**config.mk**
```make
export PLATFORM = sky130hd
export DESIGN_NAME = enigma_tilemap_decompressor
export DESIGN_NICKNAME = d
export VERILOG_FILES = /design/src/sv/etd_pkg.sv /design/src/sv/etd_front.sv /design/src/sv/etd_fifo.sv /design/src/sv/etd_back.sv /design/src/sv/enigma_tilemap_decompressor.sv
export SDC_FILE = /design/constraint.sdc
export NUM_CORES = 1
export LEC_CHECK = 0
export BUFFER_PORTS_ARGS = -buffer_cell sky130_fd_sc_hd__clkbuf_2
export CAP_MARGIN = 25
export CORE_UTILIZATION = 33
export CTS_CLUSTER_SIZE = 12
export DETAILED_ROUTE_END_ITERATION = 7
export PLACE_DENSITY = 0.6
export SKIP_LAST_GASP = 1
export SLEW_MARGIN = 20
export SYNTH_ARGS = -nofsm -noshare
export SYNTH_HDL_FRONTEND = slang
export SYNTH_SLANG_ARGS = --single-unit
```
**constraint.sdc**
```tcl
create_clock -name clk_i -period 8.1 [get_ports clk_i]
set_input_delay 0.405 -clock clk_i [delete_from_list [all_inputs] [get_ports clk_i]]
set_output_delay 0.405 -clock clk_i [all_outputs]
set_load 0.005 [all_outputs]
```
**src/sv/etd_pkg.sv**
```systemverilog
// shared types and constants of the enigma tilemap decompressor
// no dependencies; used by front, queue, back and top level
package etd_pkg;

  // how a run moves from one word to the next
  typedef enum logic [1:0] {
    STEP_HOLD,
    STEP_UP,
    STEP_DOWN
  } run_step_e;

  // one run handed from the command decoder to the word expander
  typedef struct packed {
    logic [15:0] word;
    logic [3:0]  count;
    run_step_e   step;
    logic        stream_end;
    logic        last;
  } run_t;

  // header phase once all six header bytes are in
  localparam logic [2:0] PHASE_STREAM = 3'd6;

  // command lengths in bits
  localparam logic [2:0] CMD_SHORT_BITS = 3'd6;
  localparam logic [2:0] CMD_LONG_BITS  = 3'd7;

  // long command modes
  localparam logic [2:0] MODE_REPEAT = 3'd4;
  localparam logic [2:0] MODE_INC    = 3'd5;
  localparam logic [2:0] MODE_DEC    = 3'd6;
  localparam logic [2:0] MODE_INLINE = 3'd7;

  // count field that turns an inline command into end of stream
  localparam logic [3:0] COUNT_END = 4'hF;

  // words per byte and room needed before a new command starts
  localparam logic [5:0] MAX_RESULTS = 6'd33;
  localparam logic [5:0] CMD_ROOM    = 6'd16;

  // largest tile bit count
  localparam logic [4:0] TILE_BITS_MAX = 5'd16;

endpackage

```
**src/sv/etd_front.sv**
```systemverilog
// front end: header parsing, bit reader and command decoding into runs
// depends on etd_pkg; feeds the run queue
module etd_front (
  input  logic            clk_i,
  input  logic            rst_ni,
  input  logic [15:0]     tile_base_i,
  input  logic            in_valid_i,
  output logic            in_ready_o,
  input  logic [7:0]      data_byte_i,
  output logic            push_o,
  output etd_pkg::run_t   push_data_o,
  input  logic            full_i
);

  typedef enum logic {
    F_IDLE,
    F_STEP
  } front_state_e;

  // header byte positions
  localparam logic [2:0] PH_TILE_BITS = 3'd0;
  localparam logic [2:0] PH_FLAGS     = 3'd1;
  localparam logic [2:0] PH_INC_LO    = 3'd3;
  localparam logic [2:0] PH_STATIC_LO = 3'd5;

  front_state_e  state_q, state_d;
  logic [2:0]    hdr_phase_q, hdr_phase_d;
  logic [4:0]    tile_bits_q, tile_bits_d;
  logic          vflip_q, vflip_d;
  logic          hflip_q, hflip_d;
  logic [7:0]    hi_byte_q, hi_byte_d;
  logic [15:0]   up_tile_q, up_tile_d;
  logic [15:0]   static_tile_q, static_tile_d;
  logic [31:0]   acc_q, acc_d;
  logic [5:0]    held_q, held_d;
  logic [4:0]    pend_q, pend_d;
  logic [5:0]    n_q, n_d;
  logic          hold_valid_q, hold_valid_d;
  etd_pkg::run_t hold_q, hold_d;

  logic [4:0]    need;
  logic [5:0]    need_cmd;
  logic [31:0]   aligned;
  logic [2:0]    pre;
  logic [31:0]   after_p, after_v, after_h, tile_val;
  logic          vbit, hbit;
  logic [15:0]   tile;
  logic [7:0]    neg_byte, mag;
  logic [15:0]   hdr_word;
  logic [2:0]    mode;
  logic [3:0]    cnt6, cnt7;
  logic          brk, run_new;
  etd_pkg::run_t run;

  // bits a decoded tile takes
  assign need     = 5'(tile_bits_q + 5'(vflip_q) + 5'(hflip_q));
  assign need_cmd = 6'(need) + 6'(etd_pkg::CMD_LONG_BITS);

  // held bits left-aligned: bit 31 is the next stream bit
  assign aligned = acc_q << (6'd32 - held_q);
  assign mode    = aligned[31:29];
  assign cnt6    = aligned[29:26];
  assign cnt7    = aligned[28:25];

  // tile decode after the command prefix, if any
  assign pre      = (pend_q != 5'd0) ? 3'd0 : etd_pkg::CMD_LONG_BITS;
  assign after_p  = aligned << pre;
  assign vbit     = vflip_q & after_p[31];
  assign after_v  = after_p << vflip_q;
  assign hbit     = hflip_q & after_v[31];
  assign after_h  = after_v << hflip_q;
  assign tile_val = after_h >> (6'd32 - {1'b0, tile_bits_q});
  assign tile     = {tile_base_i[15:13], tile_base_i[12] | vbit, tile_base_i[11] | hbit,
                     tile_base_i[10:0]} + tile_val[15:0];

  // header helpers
  assign neg_byte = 8'(~data_byte_i + 8'd1);
  assign mag      = data_byte_i[7] ? neg_byte : data_byte_i;
  assign hdr_word = {hi_byte_q, data_byte_i} + tile_base_i;

  assign in_ready_o = (state_q == F_IDLE);

  // header parsing and command step: one loop pass per cycle unless a held run waits on a full queue
  always_comb begin
    brk      = 1'b0;
    run_new  = 1'b0;
    run      = '0;
    run.step = etd_pkg::STEP_HOLD;
    state_d       = state_q;
    hdr_phase_d   = hdr_phase_q;
    tile_bits_d   = tile_bits_q;
    vflip_d       = vflip_q;
    hflip_d       = hflip_q;
    hi_byte_d     = hi_byte_q;
    up_tile_d     = up_tile_q;
    static_tile_d = static_tile_q;
    acc_d         = acc_q;
    held_d        = held_q;
    pend_d        = pend_q;
    n_d           = n_q;
    hold_valid_d  = hold_valid_q;
    hold_d        = hold_q;
    push_o        = 1'b0;
    push_data_o   = hold_q;

    case (state_q)
      F_IDLE: begin
        if (in_valid_i) begin
          if (hdr_phase_q != etd_pkg::PHASE_STREAM) begin
            hdr_phase_d = hdr_phase_q + 3'd1;
            case (hdr_phase_q)
              PH_TILE_BITS: begin
                if (data_byte_i == 8'h80 || mag > 8'(etd_pkg::TILE_BITS_MAX)) begin
                  tile_bits_d = etd_pkg::TILE_BITS_MAX;
                end else begin
                  tile_bits_d = mag[4:0];
                end
              end
              PH_FLAGS: begin
                vflip_d = data_byte_i[0];
                hflip_d = data_byte_i[1];
              end
              PH_INC_LO:    up_tile_d     = hdr_word;
              PH_STATIC_LO: static_tile_d = hdr_word;
              default:      hi_byte_d     = data_byte_i;
            endcase
          end else begin
            acc_d   = {acc_q[23:0], data_byte_i};
            held_d  = held_q + 6'd8;
            n_d     = '0;
            state_d = F_STEP;
          end
        end
      end
      F_STEP: begin
        if (!(hold_valid_q && full_i)) begin
          if (pend_q != 5'd0) begin
            // inline tile
            if (held_q < 6'(need) || n_q >= etd_pkg::MAX_RESULTS) begin
              brk = 1'b1;
            end else begin
              run_new  = 1'b1;
              run.word = tile;
              held_d   = held_q - 6'(need);
              pend_d   = pend_q - 5'd1;
            end
          end else if (held_q == 6'd0 || n_q > etd_pkg::CMD_ROOM) begin
            brk = 1'b1;
          end else if (!aligned[31]) begin
            // short command: incrementing or static run
            if (held_q < 6'(etd_pkg::CMD_SHORT_BITS)) begin
              brk = 1'b1;
            end else begin
              run_new   = 1'b1;
              run.count = cnt6;
              held_d    = held_q - 6'(etd_pkg::CMD_SHORT_BITS);
              if (aligned[30]) begin
                run.word = static_tile_q;
              end else begin
                run.word  = up_tile_q;
                run.step  = etd_pkg::STEP_UP;
                up_tile_d = up_tile_q + 16'(cnt6) + 16'd1;
              end
            end
          end else if (held_q < 6'(etd_pkg::CMD_LONG_BITS)) begin
            brk = 1'b1;
          end else if (mode == etd_pkg::MODE_INLINE) begin
            held_d = held_q - 6'(etd_pkg::CMD_LONG_BITS);
            if (cnt7 == etd_pkg::COUNT_END) begin
              // end of stream: drop held bits, back to header
              run_new        = 1'b1;
              run.stream_end = 1'b1;
              hdr_phase_d    = '0;
              held_d         = '0;
              acc_d          = '0;
              pend_d         = '0;
            end else begin
              pend_d = 5'(cnt7) + 5'd1;
            end
          end else if (held_q < need_cmd) begin
            brk = 1'b1;
          end else begin
            // decoded tile run
            run_new   = 1'b1;
            run.word  = tile;
            run.count = cnt7;
            held_d    = held_q - need_cmd;
            case (mode)
              etd_pkg::MODE_INC: run.step = etd_pkg::STEP_UP;
              etd_pkg::MODE_DEC: run.step = etd_pkg::STEP_DOWN;
              default:           run.step = etd_pkg::STEP_HOLD;
            endcase
          end

          // held run goes out once its successor or the byte end is known
          if ((run_new || brk) && hold_valid_q) begin
            push_o           = 1'b1;
            push_data_o.last = brk;
          end
          if (run_new) begin
            hold_d       = run;
            hold_valid_d = 1'b1;
            n_d          = n_q + 6'(run.count) + 6'd1;
          end
          if (brk) begin
            hold_valid_d = 1'b0;
            state_d      = F_IDLE;
          end
        end
      end
      default: state_d = F_IDLE;
    endcase
  end

  // state and decoder registers
  always_ff @(posedge clk_i or negedge rst_ni) begin
    if (!rst_ni) begin
      state_q       <= F_IDLE;
      hdr_phase_q   <= '0;
      tile_bits_q   <= '0;
      vflip_q       <= 1'b0;
      hflip_q       <= 1'b0;
      hi_byte_q     <= '0;
      up_tile_q     <= '0;
      static_tile_q <= '0;
      acc_q         <= '0;
      held_q        <= '0;
      pend_q        <= '0;
      n_q           <= '0;
      hold_valid_q  <= 1'b0;
      hold_q        <= '0;
    end else begin
      state_q       <= state_d;
      hdr_phase_q   <= hdr_phase_d;
      tile_bits_q   <= tile_bits_d;
      vflip_q       <= vflip_d;
      hflip_q       <= hflip_d;
      hi_byte_q     <= hi_byte_d;
      up_tile_q     <= up_tile_d;
      static_tile_q <= static_tile_d;
      acc_q         <= acc_d;
      held_q        <= held_d;
      pend_q        <= pend_d;
      n_q           <= n_d;
      hold_valid_q  <= hold_valid_d;
      hold_q        <= hold_d;
    end
  end

  // no run is left behind when a new byte may enter
  assert property (@(posedge clk_i) disable iff (!rst_ni)
    state_q == F_IDLE |-> !hold_valid_q)
    else $error("run held while idle");

  // the bit reader never holds more than its accumulator
  assert property (@(posedge clk_i) disable iff (!rst_ni)
    held_q <= 6'd32)
    else $error("bit reader overflow");

  // words per byte stay within bounds
  assert property (@(posedge clk_i) disable iff (!rst_ni)
    n_q <= etd_pkg::MAX_RESULTS)
    else $error("too many words for one byte");

endmodule

```
**src/sv/etd_fifo.sv**
```systemverilog
// short run queue between command decoder and word expander
// depends on etd_pkg for the run entry type
module etd_fifo #(
  parameter int unsigned DEPTH = 4
) (
  input  logic          clk_i,
  input  logic          rst_ni,
  input  logic          push_i,
  input  etd_pkg::run_t push_data_i,
  output logic          full_o,
  input  logic          pop_i,
  output etd_pkg::run_t pop_data_o,
  output logic          empty_o
);

  localparam int unsigned AW = (DEPTH > 1) ? $clog2(DEPTH) : 1;
  localparam int unsigned CW = $clog2(DEPTH + 1);

  etd_pkg::run_t   mem_q [DEPTH];
  logic [AW-1:0]   wr_ptr_q, rd_ptr_q;
  logic [CW-1:0]   count_q;

  assign full_o     = (count_q == CW'(DEPTH));
  assign empty_o    = (count_q == '0);
  assign pop_data_o = mem_q[rd_ptr_q];

  // entry storage
  always_ff @(posedge clk_i) begin
    if (push_i) begin
      mem_q[wr_ptr_q] <= push_data_i;
    end
  end

  // pointers and fill count
  always_ff @(posedge clk_i or negedge rst_ni) begin
    if (!rst_ni) begin
      wr_ptr_q <= '0;
      rd_ptr_q <= '0;
      count_q  <= '0;
    end else begin
      if (push_i) begin
        wr_ptr_q <= (wr_ptr_q == AW'(DEPTH - 1)) ? '0 : wr_ptr_q + AW'(1);
      end
      if (pop_i) begin
        rd_ptr_q <= (rd_ptr_q == AW'(DEPTH - 1)) ? '0 : rd_ptr_q + AW'(1);
      end
      if (push_i && !pop_i) begin
        count_q <= count_q + CW'(1);
      end else if (!push_i && pop_i) begin
        count_q <= count_q - CW'(1);
      end
    end
  end

  assert property (@(posedge clk_i) disable iff (!rst_ni)
    push_i |-> !full_o)
    else $error("push into full run queue");

  assert property (@(posedge clk_i) disable iff (!rst_ni)
    pop_i |-> !empty_o)
    else $error("pop from empty run queue");

endmodule

```
**src/sv/etd_back.sv**
```systemverilog
// back end: expands queued runs into tilemap words behind an output register
// depends on etd_pkg for the run entry type
module etd_back (
  input  logic          clk_i,
  input  logic          rst_ni,
  input  etd_pkg::run_t pop_data_i,
  input  logic          empty_i,
  output logic          pop_o,
  output logic          out_valid_o,
  input  logic          out_ready_i,
  output logic [15:0]   tile_word_o,
  output logic          stream_end_o,
  output logic          last_o
);

  logic                busy_q;
  logic [15:0]         word_q;
  logic [3:0]          rem_q;
  etd_pkg::run_step_e  step_q;
  logic                end_q;
  logic                run_last_q;
  logic                out_valid_q;
  logic [15:0]         out_word_q;
  logic                out_end_q;
  logic                out_last_q;
  logic                slot_free;
  logic [15:0]         word_next;

  assign slot_free = !out_valid_q || out_ready_i;
  assign pop_o     = !busy_q && !empty_i;

  // next word of the current run
  always_comb begin
    case (step_q)
      etd_pkg::STEP_UP:   word_next = word_q + 16'd1;
      etd_pkg::STEP_DOWN: word_next = word_q - 16'd1;
      default:            word_next = word_q;
    endcase
  end

  // run expansion and output register
  always_ff @(posedge clk_i or negedge rst_ni) begin
    if (!rst_ni) begin
      busy_q      <= 1'b0;
      word_q      <= '0;
      rem_q       <= '0;
      step_q      <= etd_pkg::STEP_HOLD;
      end_q       <= 1'b0;
      run_last_q  <= 1'b0;
      out_valid_q <= 1'b0;
      out_word_q  <= '0;
      out_end_q   <= 1'b0;
      out_last_q  <= 1'b0;
    end else begin
      if (pop_o) begin
        busy_q     <= 1'b1;
        word_q     <= pop_data_i.word;
        rem_q      <= pop_data_i.count;
        step_q     <= pop_data_i.step;
        end_q      <= pop_data_i.stream_end;
        run_last_q <= pop_data_i.last;
      end
      if (slot_free) begin
        out_valid_q <= busy_q;
        if (busy_q) begin
          out_word_q <= word_q;
          out_end_q  <= end_q;
          out_last_q <= run_last_q && (rem_q == 4'd0);
          word_q     <= word_next;
          rem_q      <= rem_q - 4'd1;
          if (rem_q == 4'd0) begin
            busy_q <= 1'b0;
          end
        end
      end
    end
  end

  assign out_valid_o  = out_valid_q;
  assign tile_word_o  = out_word_q;
  assign stream_end_o = out_end_q;
  assign last_o       = out_last_q;

  // the end word closes its byte and carries no tile
  assert property (@(posedge clk_i) disable iff (!rst_ni)
    out_valid_o && stream_end_o |-> last_o && tile_word_o == 16'd0)
    else $error("malformed end word");

  // a new run is only taken once the previous one is spent
  assert property (@(posedge clk_i) disable iff (!rst_ni)
    pop_o |-> !busy_q)
    else $error("run overwritten");

endmodule

```
**src/sv/enigma_tilemap_decompressor.sv**
```systemverilog
// top level of the enigma tilemap decompressor: base tile register,
// command decoder, run queue and word expander; depends on etd_pkg
//
//   channel  direction  signals                                  taken when
//   cfg      in         cfg_we_i, cfg_wdata_i                    cfg_we_i
//   byte     in         in_valid_i/in_ready_o, data_byte_i       valid && ready
//   word     out        out_valid_o/out_ready_i, tile_word_o,    valid && ready
//                       stream_end_o, last_o
//
// each header byte is taken while the decoder is idle; a stream byte is loaded into the bit
// reader, then the decoder steps through each command, inline tile or end code in turn
// and ends with a step that closes the byte.
// the expander loads each run into its run registers, then gives one word per cycle.
// asynchronous active-low reset clears all control state; no clearing pass.
// the decoder stalls while the run queue is full and a run is held; the expander on out_ready_i.
module enigma_tilemap_decompressor #(
  parameter int unsigned QUEUE_DEPTH = 4
) (
  input  logic        clk_i,
  input  logic        rst_ni,
  input  logic        cfg_we_i,
  input  logic [15:0] cfg_wdata_i,
  input  logic        in_valid_i,
  output logic        in_ready_o,
  input  logic [7:0]  data_byte_i,
  output logic        out_valid_o,
  input  logic        out_ready_i,
  output logic [15:0] tile_word_o,
  output logic        stream_end_o,
  output logic        last_o
);

  logic [15:0]   tile_base_q;
  logic          push, full, pop, empty;
  etd_pkg::run_t push_data, pop_data;

  // base tile register
  always_ff @(posedge clk_i or negedge rst_ni) begin
    if (!rst_ni) begin
      tile_base_q <= '0;
    end else if (cfg_we_i) begin
      tile_base_q <= cfg_wdata_i;
    end
  end

  // command decoder
  etd_front u_front (
    .clk_i       (clk_i),
    .rst_ni      (rst_ni),
    .tile_base_i (tile_base_q),
    .in_valid_i  (in_valid_i),
    .in_ready_o  (in_ready_o),
    .data_byte_i (data_byte_i),
    .push_o      (push),
    .push_data_o (push_data),
    .full_i      (full)
  );

  // run queue
  etd_fifo #(
    .DEPTH (QUEUE_DEPTH)
  ) u_fifo (
    .clk_i       (clk_i),
    .rst_ni      (rst_ni),
    .push_i      (push),
    .push_data_i (push_data),
    .full_o      (full),
    .pop_i       (pop),
    .pop_data_o  (pop_data),
    .empty_o     (empty)
  );

  // word expander
  etd_back u_back (
    .clk_i        (clk_i),
    .rst_ni       (rst_ni),
    .pop_data_i   (pop_data),
    .empty_i      (empty),
    .pop_o        (pop),
    .out_valid_o  (out_valid_o),
    .out_ready_i  (out_ready_i),
    .tile_word_o  (tile_word_o),
    .stream_end_o (stream_end_o),
    .last_o       (last_o)
  );

endmodule
```
======== Yosys cells after proc, flatten, opt, wreduce, memory -nomap -nowiden ========
Memories as Yosys holds them, arrays and structs flattened.
Index checks and enable logic that the tools add are counted.
storage, ports and cells
  bits in writable memories ............... 96
  logic and storage cells ................. 281
  register bits ........................... 191
  memories kept ........................... 1
cells by class
  shifts and indexed selects .............. 5
  reduce and logical (&&, ||, !) cells .... 39
  equal/unequal tests ..................... 38
  mux-type cells .......................... 125
  $add $sub $neg .......................... 27
  bitwise logic cells ..................... 8
  magnitude comparators ................... 7
memory list
  name          words  bits a word  read ports  clocked after memory_dff  wr ports  RTL line        source
  u_fifo.mem_q  4      24           1           0                         1         etd_fifo.sv:19  etd_pkg::run_t mem_q [DEPTH];
operators with widths
  cell                                                 number
  two-way mux 32 bit                                   9
  two-way mux 16 bit                                   15
  two-way mux 6 bit                                    16
  two-way mux 22 bit                                   4
  case mux 16 bit (2 select lines)                     2
  case mux 32 bit (2 select lines)                     1
  left shift 32 x 1 -> 32 bit                          2
  two-way mux 23 bit                                   2
  two-way mux 1 bit                                    42
  two-way mux 5 bit                                    8
  two-way mux 3 bit                                    12
  adder 16 x 1 -> 16 bit (second input constant)       2
  adder 16 bit                                         2
  left shift 32 x 3 -> 32 bit                          1
  left shift 32 x 6 -> 32 bit                          1
  right shift 32 x 6 -> 16 bit                         1
  inequality test 2 bit (second input constant)        14
  AND reduction 9 bit                                  3
  case mux 6 bit (2 select lines)                      2
  two-way mux 7 bit                                    3
  AND reduction 4 bit                                  5
  adder 16 x 4 -> 16 bit                               1
  subtractor 16 x 1 -> 16 bit (second input constant)  1
  equality test 3 bit (second input constant)          5
  56 further kinds                                     95

======== Longest topological paths before layout ========
  word-level depth ........................ 21
  depth in mapped cells ................... 39

======== Hierarchy ========
From an unflattened synthesis, not the netlist that was laid out.
unflattened totals
  cell total of the unflattened synthesis .. 2055
  area total of the unflattened synthesis .. 20156.8 um^2
by module, submodules not included
  module                       cells an instance  sequential area each (um^2)  instances  area each (um^2)
  etd_front                    1523               3103.0                       1          12853.6
  etd_fifo                     163                3057.9                       1          3923.8
  etd_back                     335                1101.1                       1          2730.1
  enigma_tilemap_decompressor  34                 400.4                        1          649.4

======== Least setup slack after synthesis ========
OpenSTA, ideal clock, no wires.
  kind .................................... register to register
  start point ............................. reg u_front.held_q[0]
  end point ............................... reg u_front.hold_q, in the netlist u_front.push_data_o[23]
  setup time .............................. 0.132 ns
  path buffers ............................ 7
  path slack .............................. 0.459 ns
  cell stages (with the launch flop) ...... 37
  data arrival time ....................... 7.509 ns
  path through ............................ dfrtp_1 -> buf_6 -> buf_8 -> buf_12 -> buf_2 -> inv_1 -> ha_1 -> buf_2 -> buf_1 -> mux4_2 -> mux4_2 -> a222oi_1 -> buf_2 -> mux2i_1 -> nand2_1 -> o21ai_1 -> mux2_2 -> mux2_2 -> o21ai_0 -> o21ai_0 -> o211ai_1 -> a21oi_1 -> ha_1 -> a21o_1 -> a21oi_1 -> o21bai_1 -> a21oi_1 -> nor2b_1 -> o21a_1 -> o31a_1 -> o41ai_1 -> o21ai_0 -> a21o_1 -> a21oi_1 -> xnor3_1 -> nor2_1 -> o31ai_2
between the ends
  word-level cells in the longest chain between the ends .. 13
ends and longest elaborated chain
  element                                                           RTL line                          source
  from (decl)                                                       etd_front.sv:35                   logic [5:0] held_q, held_d;
  from (signal assigned)                                            etd_front.sv:242                  held_q <= held_d;
  subtractor 6 bit                                                  etd_front.sv:60                   assign aligned = acc_q << (6'd32 - held_q);
  left shift 32 x 6 -> 32 bit                                       etd_front.sv:60
  left shift 32 x 3 -> 32 bit                                       etd_front.sv:67                   assign after_p = aligned << pre;
  left shift 32 x 1 -> 32 bit                                       etd_front.sv:69                   assign after_v = after_p << vflip_q;
  left shift 32 x 1 -> 32 bit or bitwise AND 1 bit (tied branches)  etd_front.sv:71, etd_front.sv:70
  right shift 32 x 6 -> 16 bit or OR 1 bit (tied branches)          etd_front.sv:72, etd_front.sv:73
  adder 16 bit                                                      etd_front.sv:74                   tile_base_i[10:0]} + tile_val[15:0];
  two-way mux 22 bit                                                etd_front.sv:180                  end else if (held_q < need_cmd) begin
  two-way mux 22 bit                                                etd_front.sv:167                  end else if (mode == etd_pkg::MODE_INLINE) begin
  two-way mux 23 bit                                                etd_front.sv:165                  end else if (held_q < 6'(etd_pkg::CMD_LONG_BITS)) begin
  two-way mux 22 bit                                                etd_front.sv:149                  end else if (!aligned[31]) begin
  two-way mux 23 bit                                                etd_front.sv:147                  end else if (held_q == 6'd0 || n_q > etd_pkg::CMD_ROOM) begin
  two-way mux 16 bit                                                etd_front.sv:137                  if (pend_q != 5'd0) begin
  to (signal assigned)                                              etd_front.sv:246                  hold_q <= hold_d;
  to (decl)                                                         etd_front.sv:39                   etd_pkg::run_t hold_q, hold_d;
Parallel ways exist; a longest one is shown, timed or not. The select of a mux whose other input is x is not followed.
A chain may end at the register's enable or synchronous reset.

======== Worst setup path after layout ========
Ends and elaborated chain as after synthesis.

==> results.json <==
{
  "rr_endpoint": "u_front.push_data_o[23]",
  "drcViolationCount": 0,
  "setup_slack_ps": 551,
  "die_w_um": 246,
  "nets": 2162,
  "drive_gt1_frac": 0.152,
  "rsz0062_at_grt": "no",
  "wl_per_cell_um": 19.8,
  "fp.dieArea_um2": 60600,
  "min_period_ps": 7550,
  "clk_path_buf_depth": 3,
  "fmax_mhz": 132,
  "crit_path_max_fanout": 20,
  "coreArea_um2": 59000,
  "holdCritPathClass": "primary input to flop",
  "ys_seq_elements": 287,
  "synth_edf_count": 96,
  "crit_path_end_kind": "flop",
  "numPortBuffers": 48,
  "place_ws_ps": 393,
  "stdcell_count": 2834,
  "hold_violations": 0,
  "hold_depth": 2,
  "dr.first_iter.drc_count": 1350,
  "async_reset_ff_frac": 0.666,
  "fp.dieH_um": 246,
  "grt_pass1_wl_mm": 89.7,
  "path_class": "flop to flop",
  "vias_per_cell": 5.59,
  "num_io_pins": 49,
  "grt_pass1_vias": 15600,
  "setup_tns_ps": 0,
  "clk_latency_ps": 550,
  "cts_sinks": 287,
  "syn-cell-area_um2": 19700,
  "worst_slew_pin_slew_ps": 1040,
  "syn_nets": 2135,
  "synth.area.top_cells": "dfrtp_1, edfxtp_1, mux4_2",
  "cts_setup_buffers": 0,
  "path_clk_slew_ps": 70,
  "maxCapViolations": 0,
  "diodes": 0,
  "hold_path_end": "tile_base_q[12]",
  "drt-total-wl_mm": 56.1,
  "fin_util": 0.375,
  "yosys.area.top_type": "dfrtp_1",
  "rows": 89,
  "yosys_warnings": 0,
  "synth_seq_area_share": 0.389,
  "grt_use_total": 0.186,
  "syn_avg_cell_area_um2": 9.81,
  "fin_crit_sh": 0.932,
  "firstDrtPassIters": 6,
  "crit_arrival_ps": 7970,
  "htreeDepth": 2,
  "ff2ff_path_depth": 30,
  "start_util": 0.333,
  "status": "complete, no violations",
  "cts-root-buf": "clkbuf_16",
  "r2r_slack_ps": 550,
  "tritoncts": "built",
  "path_common_cell": "a21oi_1",
  "syn_inst": 2007,
  "cp-start-kind": "flop",
  "overflow": 0,
  "relSlewSlack": 0.305,
  "ys_types": 84,
  "slew_viol_final": 0,
  "syn_to_final_growth_pct": 12.4,
  "postRouteAntennaNets": 0,
  "vias": 15900,
  "cp.required_ps": 8530,
  "cts-buffers-inserted": 35,
  "crit_slowest_cell": "ha_2",
  "synth_most_common_cell": "nand2_1",
  "yosys-top-cells-count": "nand2_1, dfrtp_1, o21ai_0",
  "skew_ps": 29.0,
  "antenna_found_initial": 0,
  "placedCellCount": 2766,
  "gp_congestion": 0.912,
  "dp.final_hpwl_mm": 40.8,
  "setup_viol": 0,
  "grt_max_degree": 98,
  "worstReg2RegStart": "u_front.held_q[0]",
  "synth_flop_cell": "dfrtp_1",
  "hold_start": "cfg_wdata_i[12]",
  "synth_top_area_share": 0.243,
  "slowest_delay_ps": 600
}
-- layout make-up --
cell class / count / area, µm²
fillers: 5850 / 36900
flip-flops and latches: 287 / 7660
multi-input cells: 1527 / 11300
repair buffers: 114 / 769
well taps: 773 / 967
clock buffers: 46 / 947
clock inverters: 18 / 196
inverters: 69 / 259
-- logic make-up after synthesis --
logic type	after synthesis	synth area share
AND/OR/NAND/NOR	613	0.137
AO/OA/AOI/OAI	525	0.175
flip-flops	287	0.389
multiplexers	211	0.156
buffers and inverters	193	0.0402
adder cells (fa/ha/maj)	99	0.0664
XOR/XNOR	79	0.0366
-- what timing repair did --
action                                  4_1_cts  5_1_grt
hold buffers                                  1        0
endpoints found under the setup margin        0        1
resized for setup                             0        5
endpoints found under the hold margin        26        0
-- per-layer routing --
layer,vias to the layer above,GRT usage,share of wire
met3,77,0.0294,0.060
met5,-,0,0
met2,515,0.305,0.47
li1,7478,-,-
met1,7784,0.255,0.45
met4,0,0.0490,0.021
-- state kept, by name, indices dropped and copies added, names as in the netlist, 8 cells and up --
register,cells
u_front.hi_byte_q,8
u_front.up_tile_q,16
u_back.tile_word_o,16
u_back.word_q,16
u_front.push_data_o,23
tile_base_q,16
u_front.acc_q,32
u_front.static_tile_q,16
u_fifo.mem_q,96
-- cells in the final DEF (no fill, tap or decap), drive strengths merged, types with 29 or more instances in the layout --
cell / instances
o21ai: 153
edfxtp: 96
mux4: 68
clkbuf: 94
a22o: 47
ha: 90
nand2: 285
xor2: 29
nand3: 39
dfrtp: 191
nor2: 150
xnor2: 49
mux2i: 85
buf: 65
inv: 69
a21oi: 102
nor3: 35
mux2: 58
-- worst max-delay path by stage --
stage | from | to | slack (ps) | cells past startpoint
after floorplan | u_front.held_q[0] | u_front.push_data_o[23] | 460 | 36
after global placement | u_front.held_q[0] | u_front.push_data_o[23] | 480 | 30
after detailed placement | u_front.held_q[0] | u_front.push_data_o[23] | 390 | 27
after CTS | u_front.held_q[0] | u_front.push_data_o[23] | 360 | 27
after global routing | u_front.held_q[0] | u_front.push_data_o[23] | 10 | 30
final | u_front.held_q[0] | u_front.push_data_o[23] | 550 | 30
-- critical path, delay by kind of cell (launching register included) --
kind / cells / cell delay [ps]
AO/OA/AOI/OAI: 17 / 3560
XOR/XNOR: 1 / 330
adder cells (fa/ha/maj): 2 / 890
buffers and inverters: 2 / 290
flip-flops: 1 / 360
multiplexers: 5 / 1670
AND/OR/NAND/NOR: 3 / 310
-- per-stage QoR --
| stage | hold slack, ps | area, µm² |
|---|---|---|
| 2_1_floorplan | 109 | 19700 |
| 3_3_place_gp | 453 | 20900 |
| 3_5_place_dp | 461 | 20900 |
| 4_1_cts | 55.0 | 22100 |
| 5_1_grt | 66.2 | 22100 |
| 6_report | 80.5 | 22100 |
Power is not shown: default switching activity piles up to over one toggle a cycle in this logic, so the estimate is an artifact.
